==> src/hdl/cfm_pkg.sv <==
// Shared types, codes and thresholds for the contactor fault monitor.
// Used by every module of the block; depends on nothing else.
package cfm_pkg;

   // Check phase codes carried in the cmd field.
   localparam logic [2:0] CMD_PART1     = 3'd0;
   localparam logic [2:0] CMD_PART2     = 3'd1;
   localparam logic [2:0] CMD_PART3     = 3'd2;
   localparam logic [2:0] CMD_PRECHARGE = 3'd3;
   localparam logic [2:0] CMD_POS_TEST  = 3'd4;

   // Phase time windows in milliseconds.
   localparam logic [15:0] T_WIN_START = 16'd60;
   localparam logic [15:0] T_PART1_END = 16'd350;
   localparam logic [15:0] T_MID       = 16'd400;
   localparam logic [15:0] T_PART2_END = 16'd600;

   // Pack power-up state codes.
   localparam logic [7:0] SC_POS_WELD  = 8'd17;
   localparam logic [7:0] SC_PANT_WELD = 8'd87;
   localparam logic [7:0] SC_DC_WELD   = 8'd147;
   localparam logic [7:0] SC_POS_OPEN  = 8'd20;
   localparam logic [7:0] SC_PANT_OPEN = 8'd90;
   localparam logic [7:0] SC_DC_OPEN   = 8'd150;

   // Debounce counter slots.
   localparam int NUM_CNT      = 11;
   localparam int CNT_MSD      = 0;
   localparam int CNT_NWELD    = 1;
   localparam int CNT_NOPEN    = 2;
   localparam int CNT_PWELD    = 3;
   localparam int CNT_PANTWELD = 4;
   localparam int CNT_DCWELD   = 5;
   localparam int CNT_POPEN    = 6;
   localparam int CNT_PANTOPEN = 7;
   localparam int CNT_DCOPEN   = 8;
   localparam int CNT_PRE      = 9;
   localparam int CNT_PTEST    = 10;

   // Fault flag bit positions.
   localparam int F_MSD      = 0;
   localparam int F_NWELD    = 1;
   localparam int F_NOPEN    = 2;
   localparam int F_PWELD    = 3;
   localparam int F_POPEN    = 4;
   localparam int F_PRE      = 5;
   localparam int F_PANTWELD = 6;
   localparam int F_DCWELD   = 7;
   localparam int F_PANTOPEN = 8;
   localparam int F_DCOPEN   = 9;

   // Contactor status bit positions.
   localparam int CT_NEG = 0;
   localparam int CT_POS = 1;
   localparam int CT_PRE = 3;

   // Status codes.
   localparam logic [1:0] STAGE_1     = 2'd1;
   localparam logic [1:0] STAGE_2     = 2'd2;
   localparam logic [1:0] STAGE_3     = 2'd3;
   localparam logic [1:0] PRE_PASSED  = 2'd1;
   localparam logic [1:0] PRE_WELD    = 2'd2;
   localparam logic [1:0] HV_NORMAL   = 2'd0;
   localparam logic [1:0] HV_INVALID  = 2'd3;

   // Configuration register indexes (byte address is four times the index).
   localparam logic [2:0] REG_DEBOUNCE_LIMIT = 3'd0;
   localparam logic [2:0] REG_MSD_MIN_VOLT   = 3'd1;
   localparam logic [2:0] REG_NEG_WELD_VOLT  = 3'd2;
   localparam logic [2:0] REG_OPEN_VOLT      = 3'd3;
   localparam logic [2:0] REG_POS_WELD_VOLT  = 3'd4;
   localparam logic [2:0] REG_CHG_WELD_VOLT  = 3'd5;
   localparam logic [2:0] REG_PRE_WELD_VOLT  = 3'd6;
   localparam logic [2:0] REG_POS_TEST_VOLT  = 3'd7;

   typedef struct packed {
      logic [3:0]  debounce_limit;
      logic [15:0] msd_min_volt;
      logic [15:0] neg_weld_volt;
      logic [15:0] open_volt;
      logic [15:0] pos_weld_volt;
      logic [15:0] charge_weld_volt;
      logic [15:0] pre_weld_volt;
      logic [15:0] pos_test_volt;
   } cfg_type;

   typedef struct packed {
      logic [2:0]  cmd;
      logic [15:0] elapsed_ms;
      logic [7:0]  state_code;
      logic [15:0] volt_v1;
      logic [15:0] volt_v2;
      logic [15:0] volt_v3;
      logic [15:0] volt_v2b;
      logic [15:0] volt_v3b;
   } item_type;

   typedef struct packed {
      logic [NUM_CNT-1:0][4:0] cnt;
      logic [9:0]              fault_bits;
      logic                    power_off;
      logic [3:0]              contactor;
      logic [1:0]              stage;
      logic [1:0]              precharge;
      logic [1:0]              hv;
   } state_type;

   typedef struct packed {
      logic [4:0] cnt;
      logic       hit;
   } qual_type;

   // One debounce step: a failing condition clears the counter, a counter
   // that reaches the limit latches and parks at limit plus one.
   function automatic qual_type qualify(input logic [4:0] cnt, input logic cond,
                                        input logic [3:0] limit);
      qual_type   r;
      logic [4:0] inc;
      r   = '0;
      inc = cnt + 5'd1;
      if (cond) begin
         if (inc >= {1'b0, limit}) begin
            r.cnt = {1'b0, limit} + 5'd1;
            r.hit = 1'b1;
         end else begin
            r.cnt = inc;
         end
      end
      return r;
   endfunction

endpackage

==> src/hdl/cfm_csr.sv <==
// Configuration register file with its APB-style access port.
// Depends on cfm_pkg for the register indexes and the cfg_type bundle.
module cfm_csr
   import cfm_pkg::*;
(
   input  logic        clock,
   input  logic        reset,
   input  logic        csr_psel,
   input  logic        csr_penable,
   input  logic        csr_pwrite,
   input  logic [4:0]  csr_paddr,
   input  logic [31:0] csr_pwdata,
   output logic [31:0] csr_prdata,
   output logic        csr_pready,
   output cfg_type     cfg
);

   cfg_type    cfg_ff;
   cfg_type    cfg_in;
   logic       wr_en;
   logic [2:0] reg_idx;

   assign csr_pready = 1'b1;
   assign wr_en      = csr_psel & csr_penable & csr_pwrite;
   assign reg_idx    = csr_paddr[4:2];
   assign cfg        = cfg_ff;

   always_comb begin
      cfg_in = cfg_ff;
      if (wr_en) begin
         case (reg_idx)
            REG_DEBOUNCE_LIMIT: cfg_in.debounce_limit   = csr_pwdata[3:0];
            REG_MSD_MIN_VOLT:   cfg_in.msd_min_volt     = csr_pwdata[15:0];
            REG_NEG_WELD_VOLT:  cfg_in.neg_weld_volt    = csr_pwdata[15:0];
            REG_OPEN_VOLT:      cfg_in.open_volt        = csr_pwdata[15:0];
            REG_POS_WELD_VOLT:  cfg_in.pos_weld_volt    = csr_pwdata[15:0];
            REG_CHG_WELD_VOLT:  cfg_in.charge_weld_volt = csr_pwdata[15:0];
            REG_PRE_WELD_VOLT:  cfg_in.pre_weld_volt    = csr_pwdata[15:0];
            REG_POS_TEST_VOLT:  cfg_in.pos_test_volt    = csr_pwdata[15:0];
            default: ;
         endcase
      end
   end

   always_comb begin
      case (reg_idx)
         REG_DEBOUNCE_LIMIT: csr_prdata = {28'd0, cfg_ff.debounce_limit};
         REG_MSD_MIN_VOLT:   csr_prdata = {16'd0, cfg_ff.msd_min_volt};
         REG_NEG_WELD_VOLT:  csr_prdata = {16'd0, cfg_ff.neg_weld_volt};
         REG_OPEN_VOLT:      csr_prdata = {16'd0, cfg_ff.open_volt};
         REG_POS_WELD_VOLT:  csr_prdata = {16'd0, cfg_ff.pos_weld_volt};
         REG_CHG_WELD_VOLT:  csr_prdata = {16'd0, cfg_ff.charge_weld_volt};
         REG_PRE_WELD_VOLT:  csr_prdata = {16'd0, cfg_ff.pre_weld_volt};
         REG_POS_TEST_VOLT:  csr_prdata = {16'd0, cfg_ff.pos_test_volt};
         default:            csr_prdata = 32'd0;
      endcase
   end

   always_ff @(posedge clock) begin
      if (reset) begin
         cfg_ff.debounce_limit   <= 4'd12;
         cfg_ff.msd_min_volt     <= 16'd100;
         cfg_ff.neg_weld_volt    <= 16'd300;
         cfg_ff.open_volt        <= 16'd200;
         cfg_ff.pos_weld_volt    <= 16'd200;
         cfg_ff.charge_weld_volt <= 16'd300;
         cfg_ff.pre_weld_volt    <= 16'd200;
         cfg_ff.pos_test_volt    <= 16'd100;
      end else begin
         cfg_ff <= cfg_in;
      end
   end

endmodule

==> src/hdl/cfm_eval.sv <==
// Single-pass evaluation of one check tick: phase windows, debounce
// counters and status updates. Purely combinational; depends on cfm_pkg.
module cfm_eval
   import cfm_pkg::*;
(
   input  item_type  item,
   input  cfg_type   cfg,
   input  state_type cur,
   output state_type nxt
);

   always_comb begin
      qual_type   q;
      logic [3:0] lim;
      logic       cond;
      logic [7:0] sc;
      logic [15:0] t;
      nxt  = cur;
      q    = '0;
      lim  = cfg.debounce_limit;
      sc   = item.state_code;
      t    = item.elapsed_ms;
      cond = 1'b0;
      case (item.cmd)
         CMD_PART1: begin
            if (t <= T_PART1_END) begin
               q = qualify(cur.cnt[CNT_MSD], item.volt_v1 < cfg.msd_min_volt, lim);
               nxt.cnt[CNT_MSD] = q.cnt;
               if (q.hit) begin
                  nxt.fault_bits[F_MSD] = 1'b1;
                  nxt.stage             = STAGE_1;
                  nxt.power_off         = 1'b1;
               end
               q = qualify(cur.cnt[CNT_NWELD], item.volt_v2 >= cfg.neg_weld_volt, lim);
               nxt.cnt[CNT_NWELD] = q.cnt;
               if (q.hit) begin
                  nxt.fault_bits[F_NWELD] = 1'b1;
                  nxt.contactor[CT_NEG]   = 1'b1;
                  nxt.power_off           = 1'b1;
               end
            end else if (!cur.fault_bits[F_MSD] && !cur.fault_bits[F_NWELD]) begin
               nxt.stage = STAGE_1;
            end
         end
         CMD_PART2: begin
            if (t > T_WIN_START && t < T_PART2_END) begin
               q = qualify(cur.cnt[CNT_NOPEN], item.volt_v2 < cfg.open_volt, lim);
               nxt.cnt[CNT_NOPEN] = q.cnt;
               if (q.hit) begin
                  nxt.fault_bits[F_NOPEN] = 1'b1;
                  nxt.contactor[CT_NEG]   = 1'b0;
                  nxt.power_off           = 1'b1;
               end
               q = qualify(cur.cnt[CNT_PWELD],
                           item.volt_v3 > cfg.pos_weld_volt && sc == SC_POS_WELD, lim);
               nxt.cnt[CNT_PWELD] = q.cnt;
               if (q.hit) begin
                  nxt.fault_bits[F_PWELD] = 1'b1;
                  nxt.contactor[CT_POS]   = 1'b1;
                  nxt.power_off           = 1'b1;
               end
               q = qualify(cur.cnt[CNT_PANTWELD],
                           item.volt_v2b > cfg.charge_weld_volt && sc == SC_PANT_WELD, lim);
               nxt.cnt[CNT_PANTWELD] = q.cnt;
               if (q.hit) begin
                  nxt.fault_bits[F_PANTWELD] = 1'b1;
                  nxt.power_off              = 1'b1;
               end
               q = qualify(cur.cnt[CNT_DCWELD],
                           item.volt_v3b > cfg.charge_weld_volt && sc == SC_DC_WELD, lim);
               nxt.cnt[CNT_DCWELD] = q.cnt;
               if (q.hit) begin
                  nxt.fault_bits[F_DCWELD] = 1'b1;
                  nxt.power_off            = 1'b1;
               end
               // The stage check sees the faults latched on this same tick.
               if (t > T_MID && !nxt.fault_bits[F_NOPEN] &&
                   ((!nxt.fault_bits[F_PWELD] && sc == SC_POS_WELD) ||
                    (!nxt.fault_bits[F_PANTWELD] && sc == SC_PANT_WELD) ||
                    (!nxt.fault_bits[F_DCWELD] && sc == SC_DC_WELD))) begin
                  nxt.stage = STAGE_2;
               end
            end
         end
         CMD_PART3: begin
            if (t > T_WIN_START) begin
               if (t <= T_MID) begin
                  q = qualify(cur.cnt[CNT_POPEN],
                              item.volt_v3 < cfg.open_volt && sc == SC_POS_OPEN, lim);
                  nxt.cnt[CNT_POPEN] = q.cnt;
                  if (q.hit) begin
                     nxt.fault_bits[F_POPEN] = 1'b1;
                     nxt.contactor[CT_POS]   = 1'b0;
                     nxt.hv                  = HV_INVALID;
                     nxt.power_off           = 1'b1;
                  end
                  q = qualify(cur.cnt[CNT_PANTOPEN],
                              item.volt_v2b != 16'd0 && item.volt_v2b < cfg.open_volt &&
                              sc == SC_PANT_OPEN, lim);
                  nxt.cnt[CNT_PANTOPEN] = q.cnt;
                  if (q.hit) begin
                     nxt.fault_bits[F_PANTOPEN] = 1'b1;
                     nxt.hv                     = HV_INVALID;
                     nxt.power_off              = 1'b1;
                  end
                  q = qualify(cur.cnt[CNT_DCOPEN],
                              item.volt_v3b != 16'd0 && item.volt_v3b < cfg.open_volt &&
                              sc == SC_DC_OPEN, lim);
                  nxt.cnt[CNT_DCOPEN] = q.cnt;
                  if (q.hit) begin
                     nxt.fault_bits[F_DCOPEN] = 1'b1;
                     nxt.contactor[CT_POS]    = 1'b0;
                     nxt.hv                   = HV_INVALID;
                     nxt.power_off            = 1'b1;
                  end
               end else if ((!cur.fault_bits[F_POPEN] && sc == SC_POS_OPEN) ||
                            (!cur.fault_bits[F_PANTOPEN] && sc == SC_PANT_OPEN) ||
                            (!cur.fault_bits[F_DCOPEN] && sc == SC_DC_OPEN)) begin
                  nxt.stage = STAGE_3;
                  nxt.hv    = HV_NORMAL;
               end
            end
         end
         CMD_PRECHARGE: begin
            if (t >= T_WIN_START) begin
               cond = item.volt_v2 >= cfg.pre_weld_volt;
               q = qualify(cur.cnt[CNT_PRE], cond, lim);
               nxt.cnt[CNT_PRE] = q.cnt;
               if (q.hit) begin
                  nxt.fault_bits[F_PRE] = 1'b1;
                  nxt.contactor[CT_PRE] = 1'b1;
                  nxt.precharge         = PRE_WELD;
                  nxt.power_off         = 1'b1;
               end
               if (!cond) begin
                  nxt.precharge = PRE_PASSED;
               end
            end
         end
         CMD_POS_TEST: begin
            if (t >= T_WIN_START) begin
               cond = item.volt_v2 >= cfg.pos_test_volt;
               q = qualify(cur.cnt[CNT_PTEST], cond, lim);
               nxt.cnt[CNT_PTEST] = q.cnt;
               if (q.hit) begin
                  nxt.fault_bits[F_PWELD] = 1'b1;
                  nxt.contactor[CT_POS]   = 1'b1;
                  nxt.power_off           = 1'b1;
               end
               if (!cond) begin
                  nxt.stage = STAGE_1;
               end
            end
         end
         default: ;
      endcase
   end

endmodule

==> src/hdl/contactor_fault_monitor_core.sv <==
// Top level of the contactor fault monitor: stream channels, beat
// registers and the diagnostic state. Depends on cfm_pkg, cfm_csr, cfm_eval.
//
// Usage: each req beat is one check tick (phase, elapsed time, pack state
// code, five voltage readings). Every accepted beat produces exactly one
// rsp beat carrying the sticky fault flags, power-off request, contactor
// status, self-check stage, precharge result and high-voltage status as
// they stand after that tick.
// A req beat is captured in an input register; the evaluation logic then
// updates the debounce counters and status and writes the rsp register once
// that register is free or being emptied. One beat per cycle is sustained
// while the receiver keeps rsp_tready high.
// When the receiver stalls, the rsp beat holds and the input register still
// takes one more beat; req_tready drops only when both are full.
// Reset clears all counters and status to zero, empties both registers and
// restores the thresholds to their defaults. Thresholds are to be written by
// the user over the csr port while the stream is idle; the block does not
// enforce this. pready is always high.
module contactor_fault_monitor_core
   import cfm_pkg::*;
(
   input  logic         clock,
   input  logic         reset,
   // Input stream.
   input  logic         req_tvalid,
   output logic         req_tready,
   // Fields from bit 0: cmd[2:0], elapsed_ms[18:3], state_code[26:19],
   // volt_v1[42:27], volt_v2[58:43], volt_v3[74:59], volt_v2b[90:75],
   // volt_v3b[106:91], zero padding[111:107].
   input  logic [111:0] req_tdata,
   // Result stream.
   output logic         rsp_tvalid,
   input  logic         rsp_tready,
   // Fields from bit 0: fault_flags[9:0], power_off_request[10],
   // contactor_status[14:11], selfcheck_stage[16:15],
   // precharge_check[18:17], hv_status[20:19], zero padding[23:21].
   output logic [23:0]  rsp_tdata,
   // Configuration port.
   input  logic         csr_psel,
   input  logic         csr_penable,
   input  logic         csr_pwrite,
   input  logic [4:0]   csr_paddr,
   input  logic [31:0]  csr_pwdata,
   output logic [31:0]  csr_prdata,
   output logic         csr_pready
);

   cfg_type     cfg;
   item_type    req_item;
   item_type    item_ff;
   logic        item_valid_ff;
   logic        item_valid_in;
   state_type   state_ff;
   state_type   state_in;
   state_type   state_nxt;
   logic [23:0] rsp_data_ff;
   logic        rsp_valid_ff;
   logic        rsp_valid_in;
   logic        advance;
   logic        req_take;

   cfm_csr u_csr (
      .clock      (clock),
      .reset      (reset),
      .csr_psel   (csr_psel),
      .csr_penable(csr_penable),
      .csr_pwrite (csr_pwrite),
      .csr_paddr  (csr_paddr),
      .csr_pwdata (csr_pwdata),
      .csr_prdata (csr_prdata),
      .csr_pready (csr_pready),
      .cfg        (cfg)
   );

   cfm_eval u_eval (
      .item(item_ff),
      .cfg (cfg),
      .cur (state_ff),
      .nxt (state_nxt)
   );

   // Unpack the input beat.
   assign req_item.cmd        = req_tdata[2:0];
   assign req_item.elapsed_ms = req_tdata[18:3];
   assign req_item.state_code = req_tdata[26:19];
   assign req_item.volt_v1    = req_tdata[42:27];
   assign req_item.volt_v2    = req_tdata[58:43];
   assign req_item.volt_v3    = req_tdata[74:59];
   assign req_item.volt_v2b   = req_tdata[90:75];
   assign req_item.volt_v3b   = req_tdata[106:91];

   // The held tick is evaluated when the result register is free or
   // being emptied in this cycle.
   assign advance    = item_valid_ff & (~rsp_valid_ff | rsp_tready);
   assign req_tready = ~item_valid_ff | advance;
   assign req_take   = req_tvalid & req_tready;

   assign item_valid_in = req_take | (item_valid_ff & ~advance);
   assign rsp_valid_in  = advance | (rsp_valid_ff & ~rsp_tready);
   assign state_in      = advance ? state_nxt : state_ff;

   assign rsp_tvalid = rsp_valid_ff;
   assign rsp_tdata  = rsp_data_ff;

   always_ff @(posedge clock) begin
      if (reset) begin
         item_valid_ff <= 1'b0;
         rsp_valid_ff  <= 1'b0;
         state_ff      <= '0;
      end else begin
         item_valid_ff <= item_valid_in;
         rsp_valid_ff  <= rsp_valid_in;
         state_ff      <= state_in;
      end
   end

   always_ff @(posedge clock) begin
      if (req_take) begin
         item_ff <= req_item;
      end
      if (advance) begin
         rsp_data_ff <= {3'd0, state_nxt.hv, state_nxt.precharge, state_nxt.stage,
                         state_nxt.contactor, state_nxt.power_off,
                         state_nxt.fault_bits};
      end
   end

endmodule

==> config.mk <==
export PLATFORM = sky130hd
export DESIGN_NAME = contactor_fault_monitor_core
export DESIGN_NICKNAME = d
export VERILOG_FILES = /design/src/hdl/cfm_pkg.sv /design/src/hdl/cfm_csr.sv /design/src/hdl/cfm_eval.sv /design/src/hdl/contactor_fault_monitor_core.sv
export SDC_FILE = /design/constraint.sdc
export NUM_CORES = 1
export LEC_CHECK = 0
export ABC_CLOCK_PERIOD_IN_PS = 5700
export BUFFER_PORTS_ARGS = -buffer_cell sky130_fd_sc_hd__buf_4
export CAP_MARGIN = 15
export CORE_ASPECT_RATIO = 1.4
export CORE_MARGIN = 8
export CORE_UTILIZATION = 55
export DETAILED_ROUTE_END_ITERATION = 8
export PLACE_DENSITY = 0.76
export SETUP_SLACK_MARGIN = 0.4
export SYNTH_ARGS = -nofsm -noshare
export SYNTH_HDL_FRONTEND = slang
export SYNTH_SLANG_ARGS = --single-unit
==> constraint.sdc <==
create_clock -name clock -period 5.7 [get_ports clock]
set_clock_uncertainty 0.1 [all_clocks]
set_input_delay 1.14 -clock clock [delete_from_list [all_inputs] [get_ports clock]]
set_output_delay 1.14 -clock clock [all_outputs]
set_load 0.02 [all_outputs]
==> run_summary.xml <==
<?xml version="1.0" encoding="UTF-8"?>
<metrics>
  <group name="outcome">
    <metric name="status" unit="">finished clean</metric>
  </group>
  <group name="die">
    <metric name="area_of_the_core" unit="µm²">33700</metric>
    <metric name="num_io_pins" unit="">215</metric>
    <metric name="die_height" unit="µm">234</metric>
    <metric name="floorplan.rows" unit="">80</metric>
    <metric name="dieArea" unit="µm²">40200</metric>
    <metric name="start_util" unit="">0.554</metric>
    <metric name="die_w" unit="µm">172</metric>
  </group>
  <group name="worst_hold_path">
    <metric name="worstHoldStart" unit="">u_csr.cfg[44]$_SDFFE_PP0P_</metric>
    <metric name="holdCritPathClass" unit="">register to register</metric>
    <metric name="min_path_cells" unit="">2</metric>
    <metric name="timing.hold.worst_endpoint" unit="">u_csr.cfg[44]$_SDFFE_PP0P_</metric>
  </group>
  <group name="place">
    <metric name="finalWeightedCongestion" unit="">0.998</metric>
    <metric name="worst_case_setup_slack_after_placement" unit="ns">1.58</metric>
    <metric name="portBuffers" unit="">170</metric>
    <metric name="detailedPlacementHpwl" unit="mm">42.8</metric>
    <metric name="numPlacedInstances" unit="">2601</metric>
  </group>
  <group name="power">
    <metric name="power.static_leakage" unit="nW">8.45</metric>
    <metric name="totalPowerFinal" unit="mW">5.27</metric>
    <metric name="power.ir.vdd_worst" unit="mV">0.302</metric>
    <metric name="power_density" unit="nW/µm²">246</metric>
  </group>
  <group name="timing">
    <metric name="max_clock_freq" unit="MHz">239</metric>
    <metric name="final_min_period_over_clock_period" unit="">0.734</metric>
    <metric name="unrepaired_setup_endpoints_after_global_routing" unit="">false</metric>
    <metric name="timing.final.ws_setup" unit="ns">1.52</metric>
    <metric name="setup_viol" unit="">0</metric>
    <metric name="tns" unit="ns">0</metric>
    <metric name="tightest_slew" unit="ns">1.15</metric>
    <metric name="fin_crit" unit="ns">4.18</metric>
    <metric name="drv_slew" unit="">0</metric>
    <metric name="timing.max_slew.rel_slack" unit="">0.230</metric>
    <metric name="finalHoldViolCount" unit="">0</metric>
  </group>
  <group name="global_routing">
    <metric name="globalRoute.busiestLayer" unit="">met2</metric>
    <metric name="maximum_number_of_pins_on_one_net_before_global_route_repair" unit="">89</metric>
    <metric name="met2_layer_usage_reported_by_global_route" unit="">0.493</metric>
    <metric name="first_global_vias" unit="">16100</metric>
    <metric name="antenna_violations_before_repair" unit="">0</metric>
    <metric name="gr-usage-met1" unit="">0.315</metric>
    <metric name="grtUsageTotal" unit="">0.283</metric>
    <metric name="grt_first_pass_wirelength" unit="mm">87.8</metric>
    <metric name="globalRouteMet3Util" unit="">0.0490</metric>
    <metric name="global_route.overflow_total" unit="">0</metric>
  </group>
  <group name="synth">
    <metric name="synth-async-reset-ratio" unit="">0</metric>
    <metric name="synthDistinctLibCells" unit="">86</metric>
    <metric name="synth-seq-area-share" unit="">0.411</metric>
    <metric name="synth.top_cells.by_count" unit="">sky130_fd_sc_hd__nand2_1 (326), sky130_fd_sc_hd__a21oi_1 (231), sky130_fd_sc_hd__ha_1 (227), sky130_fd_sc_hd__dfxtp_1 (193), sky130_fd_sc_hd__inv_1 (138)</metric>
    <metric name="synth_top_area_frac" unit="">0.207</metric>
    <metric name="synthesis.yosys.warnings" unit="">0</metric>
    <metric name="synth.ff_latch_count" unit="">320</metric>
    <metric name="synth_edf_count" unit="">127</metric>
    <metric name="synth_area_leaders" unit="">sky130_fd_sc_hd__dfxtp_1 (21%), sky130_fd_sc_hd__edfxtp_1 (20%), sky130_fd_sc_hd__ha_1 (15%), sky130_fd_sc_hd__nand2_1 (6.6%), sky130_fd_sc_hd__a21oi_1 (6.2%)</metric>
    <metric name="ys_dominant_reg_cell" unit="">sky130_fd_sc_hd__dfxtp_1</metric>
    <metric name="post_synth.cell_area_avg" unit="µm²">9.12</metric>
    <metric name="syn-cell-area" unit="µm²">18700</metric>
    <metric name="synthesis.instances" unit="">2048</metric>
    <metric name="yosysTopAreaCell" unit="">sky130_fd_sc_hd__dfxtp_1</metric>
    <metric name="yosysMostFrequentCell" unit="">sky130_fd_sc_hd__nand2_1</metric>
  </group>
  <group name="drt">
    <metric name="detail_route.first_pass.iterations" unit="">5</metric>
    <metric name="wire_per_inst" unit="µm">21.5</metric>
    <metric name="drt-total-wl" unit="mm">57.2</metric>
    <metric name="detail_route.drc_violations" unit="">0</metric>
    <metric name="initial_detailed_routing_violation_count" unit="">1315</metric>
    <metric name="detailroute.via_count" unit="">16300</metric>
    <metric name="routed_via_density" unit="">6.11</metric>
    <metric name="route.antenna.remaining_nets" unit="">0</metric>
  </group>
  <group name="clock_tree">
    <metric name="clockBufferDepth" unit="">3</metric>
    <metric name="cts_tree" unit="">built</metric>
    <metric name="root_buffer" unit="">sky130_fd_sc_hd__clkbuf_16</metric>
    <metric name="tritoncts.num_buffers" unit="">34</metric>
    <metric name="cts_hold_buf" unit="">0</metric>
    <metric name="clock_latency" unit="ns">0.53</metric>
    <metric name="htreeDepth" unit="">2</metric>
    <metric name="cts_resized" unit="">0</metric>
    <metric name="cts_post_setup_buffers_inserted" unit="">0</metric>
    <metric name="clkSlewWorstSetupHoldPaths" unit="ns">0.07</metric>
    <metric name="num_clock_sinks" unit="">320</metric>
  </group>
  <group name="cells_and_area">
    <metric name="antennaDiodeCount" unit="">0</metric>
    <metric name="layout-drive-gt1-share" unit="">0.130</metric>
    <metric name="utilization" unit="">0.634</metric>
    <metric name="finalNonFillerCells" unit="">2662</metric>
    <metric name="area.growth.synth_to_final" unit="%">14.5</metric>
    <metric name="final_nets" unit="">2569</metric>
  </group>
  <group name="setup_path">
    <metric name="worst_path_arrival_time" unit="ns">2.94</metric>
    <metric name="timing.critical_path.fanout_max" unit="">46</metric>
    <metric name="regToRegStartpoint" unit="">item_ff[63]$_DFFE_PP_</metric>
    <metric name="worst_setup_path_start_kind" unit="">input pin</metric>
    <metric name="required" unit="ns">4.46</metric>
    <metric name="ff2ff_setup_slack" unit="ns">2.09</metric>
    <metric name="r2r.worst_path.cells" unit="">8</metric>
    <metric name="reg2reg_to" unit="">rsp_tdata[1]$_DFFE_PP_</metric>
    <metric name="crit_path_end_kind" unit="">output port</metric>
    <metric name="type_of_the_worst_setup_path" unit="">input pin to output port</metric>
  </group>
  <group name="job">
    <metric name="drv_cap" unit="">0</metric>
  </group>
</metrics>
## cells by family (layout without fill, tap and decap cells)
kind of cell,after synthesis,count (layout),synth area share
DFF,320,320,0.411
muxes,31,31,0.0252
adders and majority gates,227,227,0.152
buffers and inverters,239,383,0.0529
xor gates and xnor gates,36,36,0.0169
and+or+nand+nor,668,668,0.165
other,2,21,0.000402
AOI/OAI and AO/OA,525,525,0.176
## how the worst max path moves through the flow
stage | from | endpoint | slack, ns | cells past startpoint
6_report | csr_paddr[4] | csr_prdata[15] | 1.52 | 6
5_1_grt | csr_paddr[4] | csr_prdata[15] | 1.35 | 6
4_1_cts | csr_paddr[2] | csr_prdata[14] | 1.57 | 5
3_5_place_dp | csr_paddr[2] | csr_prdata[14] | 1.58 | 5
3_3_place_gp | csr_paddr[4] | csr_prdata[8] | 1.59 | 6
2_1_floorplan | rsp_tready | item_ff[0]$_DFFE_PP_ | 1.22 | 3
## placed cells by master (no fill, tap or decap), types with 24 or more instances in the layout
| master | instances |
|---|---|
| sky130_fd_sc_hd__dfxtp_1 | 193 |
| sky130_fd_sc_hd__nand3_1 | 60 |
| sky130_fd_sc_hd__nor2_1 | 110 |
| sky130_fd_sc_hd__o211ai_1 | 35 |
| sky130_fd_sc_hd__a211oi_1 | 25 |
| sky130_fd_sc_hd__ha_1 | 227 |
| sky130_fd_sc_hd__edfxtp_1 | 127 |
| sky130_fd_sc_hd__buf_4 | 182 |
| sky130_fd_sc_hd__a21oi_1 | 231 |
| sky130_fd_sc_hd__nand2_1 | 326 |
| sky130_fd_sc_hd__o21ai_0 | 84 |
| sky130_fd_sc_hd__clkbuf_16 | 38 |
| sky130_fd_sc_hd__nor2b_1 | 25 |
| sky130_fd_sc_hd__xnor2_1 | 24 |
| sky130_fd_sc_hd__inv_1 | 138 |
## stage by stage
stage,instance area [µm²],hold WS [ns]
after floorplan,18700,0.331
after CTS,21400,0.355
after global placement,20200,0.341
final,21400,0.354
after detailed placement,20200,0.347
after global routing,21400,0.368
## power by group
part | total, mW | internal, mW | switching, mW | leakage, nW
Combinational | 0.497 | 0.196 | 0.301 | 5.09
Clock | 2.27 | 1.33 | 0.937 | 0.563
Sequential | 2.50 | 2.45 | 0.0551 | 2.80
Total | 5.27 | 3.97 | 1.29 | 8.45
## flip-flops by register name, summed over array words and instances (netlist names)
name	flops
state_ff	75
rsp_tdata	20
item_ff	107
u_csr.cfg	116
rsp_tvalid	1
item_valid_ff	1
## routing by layer
| layer | vias up | part of all wire |
|---|---|---|
| li1 | 7671 | - |
| met5 | - | 0 |
| met2 | 675 | 0.50 |
| met1 | 7731 | 0.36 |
| met3 | 183 | 0.072 |
| met4 | 0 | 0.065 |
## worst max-delay path: stages
cell                       delay [ns]
sky130_fd_sc_hd__buf_4           0.46
sky130_fd_sc_hd__inv_1           0.29
sky130_fd_sc_hd__nor2_1          0.36
sky130_fd_sc_hd__a221oi_1        0.15
sky130_fd_sc_hd__a21oi_1         0.30
sky130_fd_sc_hd__buf_4           0.21
## area by class of cell
| cell class | instances | area, µm² |
|---|---|---|
| tap | 451 | 564 |
| clock inverter | 13 | 95.1 |
| fill | 2779 | 12400 |
| sequential | 320 | 7680 |
| multi-input combinational | 1508 | 10100 |
| inverter | 140 | 526 |
| timing repair buffer | 182 | 1370 |
| clock buffer | 48 | 1050 |
(Power assumes the default switching activity.)
